`config.mk`:
```
export PLATFORM = sky130hd
export DESIGN_NAME = gwmc_scan
export DESIGN_NICKNAME = d
export VERILOG_FILES = /design/src/design/gwmc_pkg.sv /design/src/design/gwmc_scan.sv
export SDC_FILE = /design/constraint.sdc
export NUM_CORES = 1
export LEC_CHECK = 0
export BUFFER_PORTS_ARGS = -buffer_cell sky130_fd_sc_hd__buf_2
export CAP_MARGIN = 20
export CORE_MARGIN = 2
export CORE_UTILIZATION = 31
export DETAILED_ROUTE_END_ITERATION = 8
export GPL_TIMING_DRIVEN = 0
export HOLD_SLACK_MARGIN = 0.1
export PLACE_DENSITY = 0.62
export SLEW_MARGIN = 20
export SYNTH_ARGS = -nofsm -noshare
export SYNTH_HDL_FRONTEND = slang
export SYNTH_SLANG_ARGS = --single-unit
export TNS_END_PERCENT = 1
```
`constraint.sdc`:
```
create_clock -name clk -period 4 [get_ports clk]
set_input_delay 0.2 -clock clk [delete_from_list [all_inputs] [get_ports clk]]
set_output_delay 0.2 -clock clk [all_outputs]
set_load 0.005 [all_outputs]
```
`src/design/gwmc_pkg.sv`:
```
// ----------------------------------------------------------------------------
// gwmc_pkg
// shared types, constants and helpers of the grid word match counter
// ----------------------------------------------------------------------------
package gwmc_pkg;

  localparam int MAX_WIDTH_DEF = 1024;
  localparam int SYM_W         = 8;
  localparam int GW_W          = 11;
  localparam int COUNT_W       = 23;
  localparam logic [COUNT_W-1:0] COUNT_MAX = 23'd4194304;

  localparam int CFG_IDX_W = 2;
  typedef enum logic [CFG_IDX_W-1:0] {
    CFG_GRID_WIDTH     = 2'd0,
    CFG_PATTERN_FIRST  = 2'd1,
    CFG_PATTERN_SECOND = 2'd2,
    CFG_PATTERN_THIRD  = 2'd3
  } cfg_idx_t;

  typedef struct packed {
    logic [SYM_W-1:0] first;
    logic [SYM_W-1:0] second;
    logic [SYM_W-1:0] third;
  } pattern_t;

  // accept-stage request info handed to the match stage
  typedef struct packed {
    logic             col_ge2;
    logic             row_ge2;
    logic             last;
    logic [SYM_W-1:0] sym;
  } req_t;

  function automatic logic [SYM_W-1:0] fold_lower(input logic [SYM_W-1:0] c);
    logic [SYM_W-1:0] r;
    r = c;
    if (c >= 8'd65 && c <= 8'd90) r = c + 8'd32;
    return r;
  endfunction

  function automatic logic [1:0] window_hits(input logic [SYM_W-1:0] a,
                                             input logic [SYM_W-1:0] b,
                                             input logic [SYM_W-1:0] c,
                                             input pattern_t p);
    logic [1:0] h;
    h = 2'd0;
    if (b == p.second) begin
      if (a == p.first && c == p.third) h = h + 2'd1;
      if (c == p.first && a == p.third) h = h + 2'd1;
    end
    return h;
  endfunction

endpackage

```
`src/design/gwmc_scan.sv`:
```
// ----------------------------------------------------------------------------
// gwmc_scan
// raster position tracking at the accept stage, drives the line buffer read
// ----------------------------------------------------------------------------
module gwmc_scan #(
  parameter int MAX_WIDTH = gwmc_pkg::MAX_WIDTH_DEF
) (
  input  logic                              clk,
  input  logic                              rst_n,
  input  logic                              accept,
  input  logic [gwmc_pkg::GW_W-1:0]         grid_width,
  input  logic [gwmc_pkg::SYM_W-1:0]        symbol,
  input  logic                              grid_end,
  output logic [$clog2(MAX_WIDTH)-1:0]      col,
  output gwmc_pkg::req_t                    req
);
  import gwmc_pkg::*;

  localparam int CW = $clog2(MAX_WIDTH);
  localparam int WW = (CW + 1 > GW_W) ? CW + 1 : GW_W;

  logic [CW-1:0] column_index_r, column_index_nxt;
  logic [1:0]    row_index_r, row_index_nxt;
  logic [WW-1:0] width_eff;
  logic [WW-1:0] col_inc;
  logic          wrap;

  always_comb begin
    width_eff = WW'(grid_width);
    if (grid_width == '0) width_eff = WW'(1);
    else if (WW'(grid_width) > WW'(MAX_WIDTH)) width_eff = WW'(MAX_WIDTH);
    col_inc = WW'(column_index_r) + WW'(1);
    wrap    = (col_inc >= width_eff);

    column_index_nxt = column_index_r;
    row_index_nxt    = row_index_r;
    if (accept) begin
      if (grid_end) begin
        column_index_nxt = '0;
        row_index_nxt    = 2'd0;
      end else if (wrap) begin
        column_index_nxt = '0;
        if (row_index_r != 2'd2) row_index_nxt = row_index_r + 2'd1;
      end else begin
        column_index_nxt = col_inc[CW-1:0];
      end
    end
  end

  always_ff @(posedge clk) begin
    if (!rst_n) begin
      column_index_r <= '0;
      row_index_r    <= 2'd0;
    end else begin
      column_index_r <= column_index_nxt;
      row_index_r    <= row_index_nxt;
    end
  end

  assign col         = column_index_r;
  assign req.col_ge2 = (WW'(column_index_r) >= WW'(2));
  assign req.row_ge2 = (row_index_r == 2'd2);
  assign req.last    = grid_end;
  assign req.sym     = fold_lower(symbol);

endmodule

```
### Word level (Yosys, flattened, before mapping)

Index checks and enable logic that the tools add are counted.

* register bits after elaboration: 12
* bits of input ports: 23
* output and inout port bits: 21
* logic and storage cells: 25

* add/subtract/negate cells: 3
* order comparisons: 5
* equal/unequal tests: 2
* muxes and demuxes: 8
* reductions and logical operators: 5

Operators with widths (count)
* 2-to-1 mux 11 bit: 2
* 2-to-1 mux 10 bit: 2
* adder 10 x 1 -> 11 bit, second input constant: 1
* greater-or-equal comparator 11 bit: 1
* greater-than comparator 11 bit, second input constant: 1
* zero test 11 bit: 1
* greater-or-equal comparator 10 x 2 -> 1 bit, second input constant: 1
* adder 8 x 6 -> 8 bit, second input constant: 1
* greater-or-equal comparator 8 x 7 -> 1 bit, second input constant: 1
* <= comparator 8 x 7 -> 1 bit, second input constant: 1
* 2-to-1 mux 8 bit: 1
* 2-to-1 mux 2 bit: 3
* nonzero test 2 bit: 2
* AND reduction 3 bit: 1
* adder 2 x 1 -> 2 bit, second input constant: 1
* == test 2 bit, second input constant: 1
* != test 2 bit, second input constant: 1
* logical AND 1 bit: 1

### Longest topological paths before layout

* depth in word-level cells: 6
* gate-level depth with buffers: 13

### Least setup slack after synthesis

Ideal clock, no wire load.

* path type: reg-to-reg
* start point: register column_index_r[0] (netlist: col[0])
* end point: register row_index_r[1]
* arrival time: 2762 ps
* path slack: 1163 ps
* stages on the path, launching flop included: 14
* period minus slack after synthesis: 2837 ps
* cell sequence: dfxtp_1 -> ha_1 -> and3_1 -> and3_1 -> and3_1 -> nor2b_1 -> or2_2 -> ha_1 -> and3_1 -> nand3b_1 -> o22ai_1 -> a21oi_1 -> or3_1 -> a21boi_0

* word-level cells in the longest chain between the ends: 4

RTL lines
* from (decl): line gwmc_scan.sv:22 `logic [CW-1:0] column_index_r, column_index_nxt;`
* from (signal assigned): line gwmc_scan.sv:55 `column_index_r <= column_index_nxt;`
* adder 10 x 1 -> 11 bit: line gwmc_scan.sv:32 `col_inc = WW'(column_index_r) + WW'(1);`
* greater-or-equal comparator 11 bit: line gwmc_scan.sv:33 `wrap = (col_inc >= width_eff);`
* nonzero test 2 bit (no line)
* AND reduction 3 bit (no line)
* to (signal assigned): line gwmc_scan.sv:56 `row_index_r <= row_index_nxt;`
* to (decl): line gwmc_scan.sv:23 `logic [1:0] row_index_r, row_index_nxt;`

No other way between the ends.
A chain may end at the register's enable or synchronous reset.

### Worst setup path in the final report

* start point: register column_index_r[0] (netlist: col[0])
* end point: register column_index_r[6] (netlist: col[6])

* word-level cells in the longest chain between the ends: 4

RTL lines
* adder 10 x 1 -> 11 bit (*): line gwmc_scan.sv:32
* greater-or-equal comparator 11 bit: line gwmc_scan.sv:33
* 2-to-1 mux 10 bit (*): line gwmc_scan.sv:41 `end else if (wrap) begin`
* 2-to-1 mux 10 bit (*): line gwmc_scan.sv:38 `if (grid_end) begin`

Mark *: on every way between the ends. The rest lies on a longest branch, timed or not.

==> flow_metrics.env <==
export IMPL_period_share_pct=79.3
export IMPL_grtUsageTotal_pct=12.6
export IMPL_crit_type="reg2reg"
export IMPL_die_area_um2=4200
export IMPL_switching_share_pct=24.5
export IMPL_p_switching_uw=70.9
export IMPL_clk_path_buf_depth=2
export IMPL_period_minus_slack_ps=3170
export IMPL_synth_seq_area_share_pct=20.9
export IMPL_die_x_um=64.8
export IMPL_power_density_nw_per_um2=198
export IMPL_avgSynthCellArea_um2=7.97
export IMPL_clk_pin_slew_ps=50
export IMPL_p_int_uw=219
export IMPL_pin_count=44
export IMPL_synthesis_instances=144
export IMPL_routabilityCongestion=0.750
export IMPL_die_y_um=64.8
export IMPL_drcViolationCount=0
export IMPL_skew_ps=2.89
export IMPL_regToRegStartpoint="col[0]$_SDFFE_PN0P_"
export IMPL_drv_cap=0
export IMPL_cts_tree="yes"
export IMPL_area_growth_pct=27.6
export IMPL_vias=1139
export IMPL_synth_area_leaders="dfxtp_1, ha_1, nor2b_1"
export IMPL_worst_path_max_delay_cell="a211oi_4"
export IMPL_drt_pass1_iter_count=4
export IMPL_p_seq_share_pct=42.3
export IMPL_postCtsHoldBufs=0
export IMPL_rows=22
export IMPL_cts_htree_levels=1
export IMPL_slew_violations=0
export IMPL_syn_cell_area_um2=1150
export IMPL_synth_main_ff_cell="dfxtp_1"
export IMPL_critPathTopFamily="compound AO/OA/AOI/OAI gates"
export IMPL_power_uw=290
export IMPL_setup_violations_final=0
export IMPL_tightest_slew_ps=540
export IMPL_hold_viol=0
export IMPL_antenna_cells=0
export IMPL_drive_gt1_share_pct=32.1
export IMPL_setup_tns_ps=0
export IMPL_antenna_found_initial=0
export IMPL_synth_distinct_cells=39
export IMPL_clk_latency_ps=230
export IMPL_grt_setup_unrepaired="no"
export IMPL_slowest_delay_ps=460
export IMPL_syn_nets=182
export IMPL_clkSinkCount=12
export IMPL_yosys_area_top_type="dfxtp_1"
export IMPL_worstSetupEndpointType="flip-flop"
export IMPL_numCtsBuffers=3
export IMPL_grt_max_degree=11
export IMPL_globalRoute_totalOverflow=0
export IMPL_synth_top_cell_area_share_pct=20.9
export IMPL_cts_setup_buffers=0
export IMPL_critPathLaunch="col[0]$_SDFFE_PN0P_"
export IMPL_synth_edf_count=0
export IMPL_max_freq_mhz=315
export IMPL_routed_wl_um=2650
export IMPL_final_nets=230
export IMPL_max_slew_margin_rel_pct=63.9
export IMPL_p_leak_uw=0.000751
export IMPL_worstPathArrival_ps=3330
export IMPL_grt_pass1_wl_um=4220
export IMPL_synth_ff_latch_count=12
export IMPL_outcome="finished, final reports clean"
export IMPL_post_cts_resized=0
export IMPL_synth_top_cells_by_count="nand2_1, ha_1, nor2b_1"
export IMPL_clkPwrFrac_pct=35.9
export IMPL_io_buffers=43
export IMPL_critPathBufInv=0
export IMPL_drt_initial_drc_count=35
export IMPL_combPwrFrac_pct=21.8
export IMPL_vdd_drop_max_mv=0.132
export IMPL_coreArea_um2=3610
export IMPL_yosysMostFrequentCell="nand2_1"
export IMPL_wl_per_cell_um=11.1
export IMPL_min_delay_start="rst_n"
export IMPL_cpMostUsedCell="and3_1"
export IMPL_cp_required_ps=4160
export IMPL_cp_start_kind="flip-flop"
export IMPL_hpwlAfterDp_um=2190
export IMPL_hold_path_class="in2reg"
export IMPL_ant_nets=0
export IMPL_cp_max_fo=10
export IMPL_ctsRootBufferMaster="clkbuf_8"
export IMPL_drt_vias_per_instance=4.79
export IMPL_grt_pass1_vias=967
export IMPL_synthArstFlopShare_pct=0
export IMPL_path_cells="ha_1 -> and3_1 -> and3_1 -> and3_1 -> nor2b_1 -> or2_2 -> ha_1 -> a21o_1 -> a21oi_1 -> o21ai_1 -> a211oi_4 -> o21ai_2 -> a21boi_1"
export IMPL_yosysWarnings=0
export IMPL_initial_core_util_pct=31.8
[final timing paths]
kind	end	slack, ps	depth (start not counted)
setup / recovery	col[6]$_SDFFE_PN0P_	830	13
hold / removal	row_index_r[0]$_SDFFE_PN0P_	230	2
setup reg to reg	col[6]$_SDFFE_PN0P_	830	13
hold reg to reg	row_index_r[0]$_SDFFE_PN0P_	480	2
[cells in the final DEF (no fill, tap or decap), types with 3 or more instances in the layout]
cell       n
ha_1      15
buf_2     43
buf_4      6
o21ai_2    3
nor4_1     3
or2_2      4
nand2_1   18
clkbuf_8   3
inv_1      5
nor2_1     4
and3_1     6
xor2_1     3
nand3_1    3
a21boi_1   4
a21oi_1    7
nor2b_1   13
o21ai_0    3
a22oi_1    6
dfxtp_1   12
[state kept, by name, summed over array words and instances, names as in the netlist]
register     cells
col             10
row_index_r      2
[stage by stage]
step,instance area (µm²),setup WS (ps),hold WS (ps),cells,util [%]
2_1_floorplan,1150,1160,353,144,-
3_3_place_gp,1420,910,465,235,39.5
3_5_place_dp,1420,879,471,235,39.5
4_1_cts,1460,844,231,238,40.6
5_1_grt,1460,593,244,238,40.6
6_report,1460,828,230,238,40.6
[worst register-to-register path, cell delays in order (launching register included)]
cell and delay [ps]:
dfxtp_1 370, ha_1 250, and3_1 210, and3_1 200, and3_1 210, nor2b_1 150, or2_2 290, ha_1 200
a21o_1 150, a21oi_1 190, o21ai_1 140, a211oi_4 460, o21ai_2 110, a21boi_1 180
[per-layer routing]
metal | up-vias | global-route usage, % | routed length (µm)
li1 | 610 | - | -
met1 | 492 | 18.5 | 1410
met2 | 35 | 18.4 | 1030
met3 | 2 | 1.56 | 195
met4 | 0 | 4.79 | 16
met5 | - | 0 | 0
[power groups by stage]
| stage | logic [µW] | registers, µW | clock network (µW) |
|---|---|---|---|
| floorplan | 36.7 | 124 | 0 |
| global placement | 62.9 | 125 | 0 |
| detailed placement | 63.4 | 125 | 0 |
| CTS | 64.0 | 122 | 109 |
| global route | 72.0 | 122 | 113 |
| finish | 63.2 | 122 | 104 |
[layout make-up]
cell class	count	area, µm²
inverter	6	22.5
multi-input combinational	118	832
buffer	8	52.6
tap	48	60.1
fill	371	2140
clock buffer	3	41.3
timing repair buffer	43	215
sequential	12	240
[kinds of logic after synthesis]
kind of cell    after synthesis  share of synthesized area, %
buf+inv                      14                          6.54
fa+ha+maj                    15                          16.4
simple gates                 62                          29.4
xor+xnor                      5                          3.82
flops                        12                          20.9
compound gates               35                          22.0
mux                           1                         0.872
(Power assumes the default switching activity.)
