--- src/design/gwmc_pkg.sv ---
// ----------------------------------------------------------------------------
// gwmc_pkg
// shared types, constants and helpers of the grid word match counter
// ----------------------------------------------------------------------------
package gwmc_pkg;

  localparam int MAX_WIDTH_DEF = 1024;
  localparam int SYM_W         = 8;
  localparam int GW_W          = 11;
  localparam int COUNT_W       = 23;
  localparam logic [COUNT_W-1:0] COUNT_MAX = 23'd4194304;

  localparam int CFG_IDX_W = 2;
  typedef enum logic [CFG_IDX_W-1:0] {
    CFG_GRID_WIDTH     = 2'd0,
    CFG_PATTERN_FIRST  = 2'd1,
    CFG_PATTERN_SECOND = 2'd2,
    CFG_PATTERN_THIRD  = 2'd3
  } cfg_idx_t;

  typedef struct packed {
    logic [SYM_W-1:0] first;
    logic [SYM_W-1:0] second;
    logic [SYM_W-1:0] third;
  } pattern_t;

  // accept-stage request info handed to the match stage
  typedef struct packed {
    logic             col_ge2;
    logic             row_ge2;
    logic             last;
    logic [SYM_W-1:0] sym;
  } req_t;

  function automatic logic [SYM_W-1:0] fold_lower(input logic [SYM_W-1:0] c);
    logic [SYM_W-1:0] r;
    r = c;
    if (c >= 8'd65 && c <= 8'd90) r = c + 8'd32;
    return r;
  endfunction

  function automatic logic [1:0] window_hits(input logic [SYM_W-1:0] a,
                                             input logic [SYM_W-1:0] b,
                                             input logic [SYM_W-1:0] c,
                                             input pattern_t p);
    logic [1:0] h;
    h = 2'd0;
    if (b == p.second) begin
      if (a == p.first && c == p.third) h = h + 2'd1;
      if (c == p.first && a == p.third) h = h + 2'd1;
    end
    return h;
  endfunction

endpackage

--- src/design/gwmc_match.sv ---
// ----------------------------------------------------------------------------
// gwmc_match
// window compare stage, line buffer write-back, running count, result register
// ----------------------------------------------------------------------------
module gwmc_match #(
  parameter int MAX_WIDTH = gwmc_pkg::MAX_WIDTH_DEF
) (
  input  logic                              clk,
  input  logic                              rst_n,
  input  logic                              accept,
  input  logic [$clog2(MAX_WIDTH)-1:0]      in_col,
  input  gwmc_pkg::req_t                    req,
  input  gwmc_pkg::pattern_t                pattern,
  input  logic [2*gwmc_pkg::SYM_W-1:0]      rd_data,
  output logic                              wr_en,
  output logic [$clog2(MAX_WIDTH)-1:0]      wr_addr,
  output logic [2*gwmc_pkg::SYM_W-1:0]      wr_data,
  output logic                              busy,
  output logic                              out_valid,
  input  logic                              out_stall,
  output logic [gwmc_pkg::COUNT_W-1:0]      out_match_count
);
  import gwmc_pkg::*;

  localparam int CW = $clog2(MAX_WIDTH);

  logic               s1_valid_r, s1_valid_nxt;
  req_t               s1_req_r;
  logic [CW-1:0]      s1_col_r;
  logic               fwd_r;
  logic [SYM_W-1:0]   fwd_above_r;
  logic [SYM_W-1:0]   fwd_two_r;
  logic [SYM_W-1:0]   prev0_r, prev0_nxt;
  logic [SYM_W-1:0]   prev1_r, prev1_nxt;
  logic [COUNT_W-1:0] count_r, count_nxt;
  logic               out_valid_r, out_valid_nxt;
  logic [COUNT_W-1:0] out_count_r;

  logic               s1_go;
  logic [SYM_W-1:0]   above;
  logic [SYM_W-1:0]   two_above;
  logic [1:0]         h_hits;
  logic [1:0]         v_hits;
  logic [COUNT_W:0]   sum;
  logic [COUNT_W-1:0] count_sat;

  assign busy  = s1_valid_r && s1_req_r.last && out_valid_r && out_stall;
  assign s1_go = s1_valid_r && !busy;

  always_comb begin
    above     = fwd_r ? fwd_above_r : rd_data[SYM_W-1:0];
    two_above = fwd_r ? fwd_two_r   : rd_data[2*SYM_W-1:SYM_W];
    h_hits    = s1_req_r.col_ge2 ? window_hits(prev1_r, prev0_r, s1_req_r.sym, pattern) : 2'd0;
    v_hits    = s1_req_r.row_ge2 ? window_hits(two_above, above, s1_req_r.sym, pattern)
                                 : 2'd0;
    sum       = {1'b0, count_r} + (COUNT_W+1)'(h_hits) + (COUNT_W+1)'(v_hits);
    count_sat = (sum > {1'b0, COUNT_MAX}) ? COUNT_MAX : sum[COUNT_W-1:0];

    s1_valid_nxt = s1_valid_r;
    if (accept) s1_valid_nxt = 1'b1;
    else if (s1_go) s1_valid_nxt = 1'b0;

    prev0_nxt = prev0_r;
    prev1_nxt = prev1_r;
    count_nxt = count_r;
    if (s1_go) begin
      if (s1_req_r.last) begin
        prev0_nxt = '0;
        prev1_nxt = '0;
        count_nxt = '0;
      end else begin
        prev0_nxt = s1_req_r.sym;
        prev1_nxt = prev0_r;
        count_nxt = count_sat;
      end
    end

    out_valid_nxt = out_valid_r;
    if (s1_go && s1_req_r.last) out_valid_nxt = 1'b1;
    else if (!out_stall) out_valid_nxt = 1'b0;
  end

  always_ff @(posedge clk) begin
    if (!rst_n) begin
      s1_valid_r  <= 1'b0;
      out_valid_r <= 1'b0;
      prev0_r     <= '0;
      prev1_r     <= '0;
      count_r     <= '0;
      fwd_r       <= 1'b0;
    end else begin
      s1_valid_r  <= s1_valid_nxt;
      out_valid_r <= out_valid_nxt;
      prev0_r     <= prev0_nxt;
      prev1_r     <= prev1_nxt;
      count_r     <= count_nxt;
      if (accept) fwd_r <= s1_go && (s1_col_r == in_col);
    end
  end

  // same column written back while read: take the new word directly
  always_ff @(posedge clk) begin
    if (accept) begin
      s1_req_r    <= req;
      s1_col_r    <= in_col;
      fwd_above_r <= s1_req_r.sym;
      fwd_two_r   <= above;
    end
    if (s1_go && s1_req_r.last) out_count_r <= count_sat;
  end

  assign wr_en           = s1_go;
  assign wr_addr         = s1_col_r;
  assign wr_data         = {above, s1_req_r.sym};
  assign out_valid       = out_valid_r;
  assign out_match_count = out_count_r;

endmodule

--- config.mk ---
export PLATFORM = sky130hd
export DESIGN_NAME = gwmc_match
export DESIGN_NICKNAME = d
export VERILOG_FILES = /design/src/design/gwmc_pkg.sv /design/src/design/gwmc_match.sv
export SDC_FILE = /design/constraint.sdc
export NUM_CORES = 1
export LEC_CHECK = 0
export ABC_AREA = 1
export BUFFER_PORTS_ARGS = -buffer_cell sky130_fd_sc_hd__buf_2
export CAP_MARGIN = 15
export CORE_MARGIN = 8
export CORE_UTILIZATION = 35
export DETAILED_ROUTE_END_ITERATION = 10
export GPL_TIMING_DRIVEN = 1
export SLEW_MARGIN = 20
export SYNTH_ARGS = -nofsm -noshare
export SYNTH_HDL_FRONTEND = slang
export SYNTH_SLANG_ARGS = --single-unit
--- constraint.sdc ---
create_clock -name clk -period 4.8 [get_ports clk]
set_clock_uncertainty 0.15 [all_clocks]
set_input_delay 0.72 -clock clk [delete_from_list [all_inputs] [get_ports clk]]
set_output_delay 0.72 -clock clk [all_outputs]
set_load 0.01 [all_outputs]
# ---- Yosys cells after proc, flatten, opt, wreduce, memory -nomap -nowiden
# Index checks and enable logic that the tools add are counted.
dict set report op_classes {
  n_reduce_logical 12
  n_addsub 4
  order_cmp 1
  mux 20
  n_eq_ne 10
}
# cell count
set op_table {}
lappend op_table {{8-bit == test} 8}
lappend op_table {{23-bit two-way mux} 2}
lappend op_table {{8-bit two-way mux} 4}
lappend op_table {{23-bit by 2-bit adder with 24-bit output} 1}
lappend op_table {{24-bit by 2-bit adder with 24-bit output} 1}
lappend op_table {{24-bit by 23-bit > comparator with 1-bit output, second input constant} 1}
lappend op_table {{2-bit two-way mux} 8}
lappend op_table {{10-bit == test} 1}
lappend op_table {{1-bit logical AND} 10}
lappend op_table {{1-bit two-way mux} 6}
lappend op_table {{2-bit by 1-bit adder with 2-bit output, second input constant} 2}
lappend op_table {{2-bit by 1-bit != test with 1-bit output, second input constant} 1}
lappend op_table {{2-bit nonzero test} 1}
lappend op_table {{1-bit zero test} 1}
dict set report word_totals {
  input_bits 65
  wordCells 61
  regBits 102
}

# ---- Longest topological paths before layout
dict set report logic_depth {
  depth_word 13
  ltp_mapped 29
  mapped_depth_nobuf 26
}

# ---- Least setup slack after synthesis
# OpenSTA, ideal clock, no wires.
dict set report synth_timing {
  kind {register to register}
  from {reg fwd_r}
  to {reg out_count_r[11] (netlist: out_match_count[11]) (data pin)}
  path_stages_with_launch 28
  period_less_slack_ps 4516
  slack_ps 284
  t_arrival_ps 4228
  t_required_ps 4512
  cell_sequence {dfxtp_1 > clkbuf_1 > inv_1 > clkbuf_1 > nand2_1 > nand2_1 > xor2_1 > nor2_1 > nand3_1 > nor4_1 > ha_1 > and3_1 > fa_1 > ha_1 > fa_1 > or2_2 > nand2_1 > nand2_1 > nor2_1 > nand3_1 > nor2_1 > nand2_1 > nor2_2 > nand3_2 > nand2_4 > inv_2 > buf_2 > nor2_1}
}
dict set report synth_between {
  elab_chain_len 12
}
# item line_no
set synth_lines {}
lappend synth_lines {{start: declaration} gwmc_match.sv:30} ;# logic fwd_r;
lappend synth_lines {{start signal: assignment} gwmc_match.sv:97} ;# if (accept) fwd_r <= s1_go && (s1_col_r == in_col);
lappend synth_lines {{8-bit two-way mux} gwmc_match.sv:52} ;# two_above = fwd_r ? fwd_two_r : rd_data[2*SYM_W-1:SYM_W];
lappend synth_lines {{8-bit == test} gwmc_pkg.sv:49} ;# if (a == p.first && c == p.third) h = h + 2'd1;
lappend synth_lines {{1-bit logical AND} gwmc_pkg.sv:49}
lappend synth_lines {{1-bit two-way mux} gwmc_pkg.sv:49}
lappend synth_lines {{2-bit two-way mux} gwmc_pkg.sv:48} ;# if (b == p.second) begin
lappend synth_lines {{2-bit by 1-bit adder with 2-bit output} gwmc_pkg.sv:50} ;# if (c == p.first && a == p.third) h = h + 2'd1;
lappend synth_lines {{2-bit two-way mux} gwmc_pkg.sv:50}
lappend synth_lines {{2-bit two-way mux (*)} gwmc_pkg.sv:48}
lappend synth_lines {{2-bit two-way mux (*)} gwmc_match.sv:54} ;# v_hits = s1_req_r.row_ge2 ? window_hits(two_above, above, s1_req_r.sym, pattern)
lappend synth_lines {{24-bit by 2-bit adder with 24-bit output (*)} gwmc_match.sv:56} ;# sum = {1'b0, count_r} + (COUNT_W+1)'(h_hits) + (COUNT_W+1)'(v_hits);
lappend synth_lines {{24-bit by 23-bit > comparator with 1-bit output} gwmc_match.sv:57} ;# count_sat = (sum > {1'b0, COUNT_MAX}) ? COUNT_MAX : sum[COUNT_W-1:0];
lappend synth_lines {{23-bit two-way mux (*)} gwmc_match.sv:57}
lappend synth_lines {{net count_sat[11]} gwmc_match.sv:45} ;# logic [COUNT_W-1:0] count_sat;
lappend synth_lines {{end signal: assignment} gwmc_match.sv:109} ;# if (s1_go && s1_req_r.last) out_count_r <= count_sat;
lappend synth_lines {{end: declaration} gwmc_match.sv:37} ;# logic [COUNT_W-1:0] out_count_r;
# Mark *: on every way through the listed nets, which the timed path passes. The rest lies on a longest branch. The select of a mux whose other input is x is not followed.
# A chain may end at the register's enable or synchronous reset.

# ---- Final worst setup path
dict set report layout_timing {
  from {reg s1_req_r, in the netlist wr_data[3]}
  to {reg count_r[12]}
}
dict set report layout_between {
  elab_chain_len 13
}
# item line_no
set layout_lines {}
lappend layout_lines {{start: declaration} gwmc_match.sv:28} ;# req_t s1_req_r;
lappend layout_lines {{start signal: assignment} gwmc_match.sv:104} ;# s1_req_r <= req;
lappend layout_lines {{8-bit == test} gwmc_pkg.sv:49}
lappend layout_lines {{1-bit logical AND} gwmc_pkg.sv:49}
lappend layout_lines {{1-bit two-way mux} gwmc_pkg.sv:49}
lappend layout_lines {{2-bit two-way mux} gwmc_pkg.sv:48}
lappend layout_lines {{2-bit by 1-bit adder with 2-bit output} gwmc_pkg.sv:50}
lappend layout_lines {{2-bit two-way mux} gwmc_pkg.sv:50}
lappend layout_lines {{2-bit two-way mux} gwmc_pkg.sv:48}
lappend layout_lines {{2-bit two-way mux} gwmc_match.sv:53} ;# h_hits = s1_req_r.col_ge2 ? window_hits(prev1_r, prev0_r, s1_req_r.sym, pattern) : 2'd0;
lappend layout_lines {{23-bit by 2-bit adder with 24-bit output} gwmc_match.sv:56}
lappend layout_lines {{24-bit by 2-bit adder with 24-bit output (*)} gwmc_match.sv:56}
lappend layout_lines {{24-bit by 23-bit > comparator with 1-bit output} gwmc_match.sv:57}
lappend layout_lines {{23-bit two-way mux (*)} gwmc_match.sv:57}
lappend layout_lines {{23-bit two-way mux (*)} gwmc_match.sv:67} ;# if (s1_req_r.last) begin
lappend layout_lines {{end signal: assignment} gwmc_match.sv:96} ;# count_r <= count_nxt;
lappend layout_lines {{end: declaration} gwmc_match.sv:35} ;# logic [COUNT_W-1:0] count_r, count_nxt;
# Every way passes the cells marked *; elsewhere a longest branch is shown, timed or not. The select of a mux whose other input is x is not followed.

==> impl_metrics.toml <==
[synthesis]
synthSimpleGateAreaFrac_pct = 26.6
ys_seq_area_share_pct = 48.3
synthTopCellsByArea = "edfxtp_1, dfxtp_1, nand2_1"
synth_top_family_by_area = "simple AND/OR/NAND/NOR gates"
yosysTopAreaCell = "edfxtp_1"
yosys.area_share.adder_pct = 2.01
syn_area_mm2 = 0.00547
synth-seq-cells = 102
synth_compound_area_share_pct = 6.13
synth_top_area_share_pct = 33.0
synth-xor-area-share_pct = 10.6
synth.distinct_cells = 36
muxShareOfSynthArea_pct = 0
ys_warn_count = 0
synth_cells = 647
syn_avg_cell_area_um2 = 8.45
syn_nets = 719

[clock_tree]
clockBufferDepth = 2
cts_sinks = 102
numCtsBuffers = 9
holdBufCountCts = 0
cts_tree = "built"
cts_root_buf = "clkbuf_16"
path_clk_slew_ns = 0.07
htreeDepth = 3
clkLatencyLatePin_ns = 0.36

[run]
cap_viol_max_count = 0

[cells_and_area]
nFillCells = 1524
regArea_mm2 = 0.00264
syn_to_final_growth_pct = 27.5
final_cell_mix = "nand2_1, buf_2, edfxtp_1"
multi_input_area_mm2 = 0.00258
finalNetCount = 869
layout_commonest_cell = "nand2_1"
drive_gt1_share_pct = 28.2
fin_util_pct = 45.7
fin_cells = 1013
diodes = 0

[placement]
dp_slack_ns = -0.251
portBuffers = 116
dp_hpwl_um = 11100
gp_congestion = 0.886
dp.cells = 987

[floorplanning]
floorplan.initialDensity_pct = 35.8
dieWidth_um = 141
core_area_mm2 = 0.0153
rows = 45
dieArea_mm2 = 0.0199
die-height_um = 141
num_io_pins = 117

[hold_path]
hold_path_class = "flip-flop to flip-flop"

[grt]
antenna_found_initial = 0
grt_pass1_vias = 4706
grt_max_degree = 43
grt_overflow = 0
grt_pass1_wl_um = 23800
track_usage_pct = 15.2

[sta]
setup_ws_ns = 0.212
slew_headroom_pct = 36.7
hold_violations = 0
maxSlewViolCount = 0
setup_viol = 0
fin_crit_sh_pct = 95.6
period_needed_ns = 4.59
fmax_mhz = 218
setup-tns-final_ns = 0
tightest_slew_ns = 0.948

[critical_path]
worstPathCellList = "buf_4, xor2_1, nor4_2, nand4_1, nor4_2, ha_1, and3_4, fa_2, ha_4, fa_2, or2_4, nand2_2, nand2_2, nor2_2, nand3_2, nor2_2, nand2_1, nor2_2, nand3_2, nand2_4, clkbuf_16, nand3_1, a21oi_1"
path_max_fanout = 7
critPathSlowestCell = "edfxtp_1"
rr_startpoint = "wr_data[3]"
crit_type = "flip-flop to flip-flop"
cp.arrival_ns = 4.72
critPathMaxStageDelay_ns = 0.48
reg2reg_depth = 23
critPathCaptureType = "flip-flop"
regToRegSetupSlack_ns = 0.21
endpoint = "count_r[12]"
regToRegEndpoint = "count_r[12]"
crit_top_cell = "nor2_2"
crit_path_start_kind = "flip-flop"
cp.required_ns = 4.93
crit_start = "wr_data[3]"

[routing]
wl_met2_um = 6620
met3_length_um = 1220
viasPerCell = 4.64
drcViolationCount = 0
vias = 4700
routed_wl_um = 15000
antenna_left = 0
first_pass_iters = 5
top_layer_used = "met4"
drt_iter0_drc = 266
routedWlPerCell_um = 14.8
wl_met1_um = 6810

[run_status]
status = "complete, no violations"

[pwr]
p_leak_nw = 2.90
irDropWorstVdd_mv = 0.251
power.density_mw_per_mm2 = 276
-- synthesized netlist by cell type --
library cell,count
buf_1,1
nor2_4,1
inv_1,47
buf_4,10
nand2_4,1
xor2_1,38
and3_1,2
a221oi_1,1
clkbuf_1,12
dfxtp_1,42
nand3_1,31
inv_2,1
nand2_2,3
o22ai_1,2
nor3_1,5
or2_2,3
nand4_1,11
edfxtp_1,60
nand3_2,7
or2_1,1
buf_2,1
ha_1,4
o21ai_1,1
o21bai_1,2
a21oi_1,55
clkinv_1,1
nor2_2,5
buf_6,3
nand3b_1,7
xnor2_1,28
fa_1,3
nor2_1,50
nand2_1,199
o21ai_2,1
nor4_1,6
o21ai_0,2
-- area by class of cell --
class / count / share of cell area [%]
timing repair buffer: 166 / 14.4
clock inverter: 6 / 0.898
tap: 211 / 3.79
sequential: 102 / 37.9
clock buffer: 10 / 3.28
inverter: 49 / 2.67
multi-input combinational: 469 / 37.0
-- per-stage QoR --
step | hold slack (ns) | total power [W] | area, µm²
after floorplan | 0.295 | 0.00110 | 5470
after global placement | 0.306 | 0.00119 | 6480
after detailed placement | 0.319 | 0.00120 | 6480
after CTS | 0.330 | 0.00193 | 6770
after global routing | 0.359 | 0.00199 | 6970
final | 0.322 | 0.00192 | 6970
-- worst max-delay path, delay by kind of cell (launching register included) --
family	cells	cell delay, ns
xor gates and xnor gates	1	0.17
buffers and inverters	2	0.35
DFF	1	0.48
adders and majority gates	4	1.25
AOI/OAI and AO/OA	1	0.15
and+or+nand+nor	15	1.95
-- cell families (layout without fill, tap and decap cells) --
logic type | count (synthesis) | in the layout
flops | 102 | 102
buf+inv | 76 | 231
fa+ha+maj | 7 | 7
xor+xnor | 66 | 66
compound gates | 64 | 64
simple gates | 332 | 332
-- routing by layer --
layer	vias to the layer above	global-route usage [%]
met2	163	23.7
met4	0	5.66
met1	2120	18.4
li1	2399	-
met3	18	6.08
met5	-	0
-- worst min-delay path by stage --
stage,start,to,cells after the start
after floorplan,count_r[1],count_r[1],2
after global placement,count_r[1],count_r[1],2
after detailed placement,count_r[1],count_r[1],2
after CTS,count_r[1],count_r[1],2
after global routing,count_r[1],count_r[1],2
final,count_r[1],count_r[1],2
-- registers in the layout (all words and copies together), names as in the netlist --
name and cells:
fwd_r 1, wr_addr 10, out_match_count 23, s1_req_r 3, prev0_r 8, out_valid 1
fwd_above_r 8, s1_valid_r 1, prev1_r 8, fwd_two_r 8, count_r 23, wr_data 8
-- report_power, final --
group / total (W) / internal (W) / switching, W
logic: 0.000202 / 0.0000865 / 0.000116
registers: 0.000982 / 0.000961 / 0.0000212
clock network: 0.000738 / 0.000403 / 0.000335
-- timing repair --
action / CTS / global route
gates resized for setup: 0 / 29
setup buffers: 0 / 9
endpoints found under the setup margin: 0 / 44
endpoints found under the hold margin: 0 / 0
Note: power is estimated with default switching activity, not from simulation.
